===== config.mk =====
export PLATFORM = sky130hd
export DESIGN_NAME = pba_ctrl
export DESIGN_NICKNAME = d
export VERILOG_FILES = /design/src/hdl/pba_pkg.sv /design/src/hdl/pba_ctrl.sv
export VERILOG_INCLUDE_DIRS = /design/src /design/src/hdl
export SDC_FILE = /design/constraint.sdc
export NUM_CORES = 1
export LEC_CHECK = 0
export BUFFER_PORTS_ARGS = -buffer_cell sky130_fd_sc_hd__buf_2
export CORE_AREA = 5 5 42 44
export CTS_CLUSTER_DIAMETER = 50
export DETAILED_ROUTE_END_ITERATION = 8
export DIE_AREA = 0 0 47 49
export HOLD_SLACK_MARGIN = 0.05
export PLACE_DENSITY_LB_ADDON = 0.05
export SKIP_LAST_GASP = 1
export SLEW_MARGIN = 20
export SYNTH_ARGS = -nofsm -noshare
export SYNTH_HDL_FRONTEND = slang
export SYNTH_SLANG_ARGS = --single-unit

===== constraint.sdc =====
create_clock -name clk -period 3.05 [get_ports clk]
set_input_delay 0.1525 -clock clk [delete_from_list [all_inputs] [get_ports clk]]
set_output_delay 0.1525 -clock clk [all_outputs]
set_load 0.005 [all_outputs]

===== src/hdl/page_bitmap_allocator_top_assert.svh =====
// ---------------------------------------------------------------------------
// Assertion macros for the page bitmap allocator.
// Both macros expect clk and rst_n in the enclosing module.
// ---------------------------------------------------------------------------
`ifndef PAGE_BITMAP_ALLOCATOR_TOP_ASSERT_SVH
`define PAGE_BITMAP_ALLOCATOR_TOP_ASSERT_SVH

// same-cycle implication
`define PBA_ASSERT_NOW(lbl, ante, cons, msg) \
    lbl: assert property (@(posedge clk) disable iff (!rst_n) (ante) |-> (cons)) \
        else $error(msg);

// next-cycle implication
`define PBA_ASSERT_NEXT(lbl, ante, cons, msg) \
    lbl: assert property (@(posedge clk) disable iff (!rst_n) (ante) |=> (cons)) \
        else $error(msg);

`endif


===== src/hdl/pba_pkg.sv =====
// ---------------------------------------------------------------------------
// pba_pkg
// Shared constants, codes and control types of the page bitmap allocator.
// ---------------------------------------------------------------------------
package pba_pkg;

    localparam int DEF_MAX_PAGES  = 65536;
    localparam int DEF_WORD_BITS  = 32;
    localparam int DEF_PAGE_SHIFT = 12;

    localparam int ADDR_W   = 32;
    localparam int CFG_W    = 17;
    localparam int KIND_W   = 2;
    localparam int RTYPE_W  = 8;
    localparam int STATUS_W = 2;

    localparam int PAGE_COUNT_RESET = 65536;

    // item kinds
    localparam logic [KIND_W-1:0] KIND_ALLOC = 2'd0;
    localparam logic [KIND_W-1:0] KIND_FREE  = 2'd1;
    localparam logic [KIND_W-1:0] KIND_MFREE = 2'd2;
    localparam logic [KIND_W-1:0] KIND_MUSED = 2'd3;

    // result status
    localparam logic [STATUS_W-1:0] STS_OK     = 2'd0;
    localparam logic [STATUS_W-1:0] STS_NOFREE = 2'd1;
    localparam logic [STATUS_W-1:0] STS_RANGE  = 2'd2;

    // only available memory counts for mark-free
    localparam logic [RTYPE_W-1:0] REGION_AVAIL = 8'd1;

    // page number width: holds a rounded-up range end and the page limit
    function automatic int pg_width(input int max_pages, input int page_shift);
        int a;
        int b;
        a = 34 - page_shift;
        b = $clog2(max_pages) + 1;
        return (a > b) ? a : b;
    endfunction

    typedef struct packed {
        logic fill;   // write all-ones word during clearing pass
        logic load;   // capture input word
        logic prep;   // clip range, issue first read
        logic step;   // evaluate one bitmap word
        logic emit;   // move result to output register
    } pba_cmd_t;

    typedef struct packed {
        logic fill_last;
        logic scan_done;
        logic out_free;
    } pba_stat_t;

endpackage


===== src/hdl/pba_ctrl.sv =====
// ---------------------------------------------------------------------------
// pba_ctrl
// Sequencer: clearing pass, item capture, word scan, result hand-off.
// ---------------------------------------------------------------------------
module pba_ctrl (
    input  logic                clk,
    input  logic                rst_n,
    input  logic                in_valid,
    output logic                in_ready,
    input  pba_pkg::pba_stat_t  stat,
    output pba_pkg::pba_cmd_t   cmd
);
    import pba_pkg::*;

    typedef enum logic [4:0] {
        ST_FILL = 5'b00001,
        ST_IDLE = 5'b00010,
        ST_PREP = 5'b00100,
        ST_SCAN = 5'b01000,
        ST_DONE = 5'b10000
    } state_t;

    state_t state_reg;
    state_t state_next;
    logic   accept;

    assign in_ready = (state_reg == ST_IDLE);
    assign accept   = in_valid && in_ready;

    always_comb
    begin
        state_next = state_reg;
        cmd        = '0;
        case (state_reg)
            ST_FILL:
            begin
                cmd.fill = 1'b1;
                if (stat.fill_last)
                begin
                    state_next = ST_IDLE;
                end
            end
            ST_IDLE:
            begin
                if (accept)
                begin
                    cmd.load   = 1'b1;
                    state_next = ST_PREP;
                end
            end
            ST_PREP:
            begin
                cmd.prep   = 1'b1;
                state_next = ST_SCAN;
            end
            ST_SCAN:
            begin
                cmd.step = 1'b1;
                if (stat.scan_done)
                begin
                    state_next = ST_DONE;
                end
            end
            ST_DONE:
            begin
                if (stat.out_free)
                begin
                    cmd.emit   = 1'b1;
                    state_next = ST_IDLE;
                end
            end
            default:
            begin
                state_next = ST_FILL;
            end
        endcase
    end

    always_ff @(posedge clk or negedge rst_n)
    begin
        if (!rst_n)
        begin
            state_reg <= ST_FILL;
        end
        else
        begin
            state_reg <= state_next;
        end
    end

`include "page_bitmap_allocator_top_assert.svh"

    `PBA_ASSERT_NEXT(a_accept_to_prep, accept, state_reg == ST_PREP, "accepted word not prepared")
    `PBA_ASSERT_NEXT(a_scan_to_done, (state_reg == ST_SCAN) && stat.scan_done, state_reg == ST_DONE, "scan did not finish")

endmodule


==> metrics.csv <==
metric;value;unit
Synth Register Bits;5;
CORE AREA;1401;um^2
H-Tree Depth;1;
clk_skew;0.00009417;ns
Hold Crit Start;in_valid;
total gr overflow;0;
sequential share of the synthesized area;37.27;%
Crit path arrival time;1.62;ns
Slew @ Worst Pin;0.2571;ns
syn nets;41;
Post-synth EDFFs;0;
endpoints failing setup;0;
Hold Crit Class;input port to flip-flop;
ordered list of cells on the worst path;or3_4 > nor3b_4 > and2_1 > buf_2;
critical path's largest stage delay;0.45;ns
Worst Path Max Fanout;9;
dominant cell by count in the synthesized netlist;dfrtp_1;
reg2reg start;state_reg[3]$_DFFE_PN0P_;
outcome;complete, no violations;
Starting Density;24.20;%
area added between synthesis and finish;25.83;%
Setup CP Type;flip-flop to primary output;
fin area;426.7;um^2
synth top area cells;dfrtp_1, dfstp_2, nor3b_1;
Worst Hold Path EP;state_reg[2]$_DFFE_PN0P_;
max cap viols;0;
hold path cells;2;
first-pass GRT wire length;1373;um
Critical Path End Type;primary output;
Yosys Warn Count;0;
fin. max-slew vios;0;
internal reg-to-reg setup slack;1.70;ns
DRC;0;
Post-Route WL;780;um
worst r2r dst;state_reg[2]$_DFFE_PN0P_;
vias in the first global route;327;
period utilisation layout;58.21;%
worst vdd ir;0.2253;mV
slowest cell on the critical path;dfrtp_1;
dominant cell type by area after synthesis;dfrtp_1;
width of the die;47;um
via count;294;
CTS root buffer;clkbuf_4;
ratio of cells with drive above 1 in the final layout;37.50;%
max frequency;0.5632;GHz
Reg clk slew, reported paths;0.04;ns
Worst setup SP type;flip-flop;
unique cell type count in the Yosys netlist;26;
cells after synthesis;35;
setup TNS;0;ns
quantity of I/O buffers inserted on ports;11;
clk_lat worst skew;0.24;ns
Avg WL per Cell;12.19;um
Primary FF master, synth;dfrtp_1;
diode count;0;
pwr dens;672.9;nW/um^2
CTS tree;yes;
drt first-iter violations;4;
share of the synthesized area in the top cell type;29.52;%
max FFs per register;5;
asr flop ratio synth;100.0;%
Final Hold Fails;0;
minimum clock period;1.775;ns
clock buffer depth;2;
hpwl dp;640.5;um
die area;2303;um^2
DRT Pass-1 Iters;3;
GP Congestion;0.6771;
placed inst area;390.4;um^2
Post-CTS Setup Inserts;0;
Post-synth top cells;dfrtp_1, nor2_1, nor3b_1, and2_1, nand2_1;
# IOs;12;
pin count of the biggest net entering global routing;10;
GRT Overall Usage;8.610;%
Layout Utilization;30.45;%
Die Y-Extent;49;um
NumNets Final;55;
Reg2Reg Depth;3;
Avg Vias per Cell;4.594;
# fillers;165;
Slew headroom;82.62;%
initial antenna violation count;0;
site row count;14;
syn_area_per_cell;9.688;um^2
antenna viol nets, final;0;
clock sinks;5;
WP data required;2.90;ns
Num CTS Buffers;3;
Static Leak;0.1964;nW
Mapped Area;339.1;um^2
unrepaired setup endpoints after global routing;false;
cells in the final DEF (no fill, tap or decap):
cell type      count
clkbuf_1           1
dfstp_2            1
xor2_1             1
dfrtp_1            4
and3_1             1
nand2_1            2
nor4b_1            1
nor4_1             1
o21a_1             1
nor3_1             1
o21ai_0            1
nor2_1             3
buf_2             11
a31oi_1            1
or3_4              1
or2b_1             1
clkbuf_4           3
o31a_1             1
inv_1              1
or3b_2             1
nor3b_4            1
and2_1             2
dlygate4sd3_1      1
nor3b_1            3
and4_1             1
a221oi_1           1
a21oi_1            1
metrics by stage:
| stage | power, mW | std cells | hold slack (ns) | setup slack, ns |
|---|---|---|---|---|
| global route | 0.3094 | 64 | 0.1512 | 1.185 |
| finish | 0.2871 | 64 | 0.1500 | 1.275 |
| global placement | 0.2097 | 59 | -0.03338 | 1.564 |
| CTS | 0.2943 | 64 | 0.1476 | 1.251 |
| detailed placement | 0.2134 | 59 | -0.03120 | 1.514 |
| floorplan | 0.1772 | 35 | -0.1431 | 1.650 |
how the worst max path moves through the flow:
| stage | from | end | slack (ns) | cells after the start |
|---|---|---|---|---|
| 2_1_floorplan | state_reg[2]$_DFFE_PN0P_ | cmd[3] | 1.65 | 4 |
| 3_3_place_gp | state_reg[2]$_DFFE_PN0P_ | cmd[3] | 1.56 | 4 |
| 3_5_place_dp | state_reg[3]$_DFFE_PN0P_ | cmd[3] | 1.51 | 4 |
| 4_1_cts | state_reg[3]$_DFFE_PN0P_ | cmd[3] | 1.25 | 4 |
| 5_1_grt | state_reg[3]$_DFFE_PN0P_ | cmd[3] | 1.18 | 4 |
| 6_report | state_reg[3]$_DFFE_PN0P_ | cmd[3] | 1.27 | 4 |
metal layers:
| metal | vias up | track usage, % | routed length, um |
|---|---|---|---|
| met5 | - | 0 | 0 |
| met4 | 0 | 5.530 | 0 |
| met3 | 0 | 4.428 | 37 |
| met2 | 7 | 12.22 | 403 |
| met1 | 136 | 9.735 | 339 |
| li1 | 151 | - | - |
kinds of logic (layout without fill, tap and decap cells):
logic type / Yosys count / count (layout) / synth area share [%]
buffers and inverters: 4 / 17 / 8.116
xor gates and xnor gates: 1 / 1 / 2.583
AOI/OAI and AO/OA: 6 / 6 / 12.18
DFF: 5 / 5 / 37.27
and+or+nand+nor: 19 / 19 / 39.86
power breakdown:
group | leakage [nW] | total [mW] | internal (mW) | switching [mW]
clock | 0.0150 | 0.0768 | 0.0495 | 0.0273
sequential | 0.0651 | 0.115 | 0.0862 | 0.0284
combinational | 0.116 | 0.0956 | 0.0524 | 0.0432
critical path, delay by kind of cell, from the launching register on:
kind / cells / cell delay [ns]
buffers and inverters: 1 / 0.10
DFF: 1 / 0.45
and+or+nand+nor: 3 / 0.83
what timing repair did:
action                    CTS  global route
hold endpoints to repair    5             0
resized for setup           0             0
hold buffers                1             0
layout make-up:
type	count	area [um^2]	area share (%)
Multi-Input combinational cell	26	185.2	43.40
Clock buffer	4	26.28	6.158
Timing Repair Buffer	12	65.06	15.25
Sequential cell	5	126.4	29.62
Inverter	1	3.754	0.8798
Tap cell	16	20.02	4.692
No activity file was read; power rests on OpenSTA's default activity.
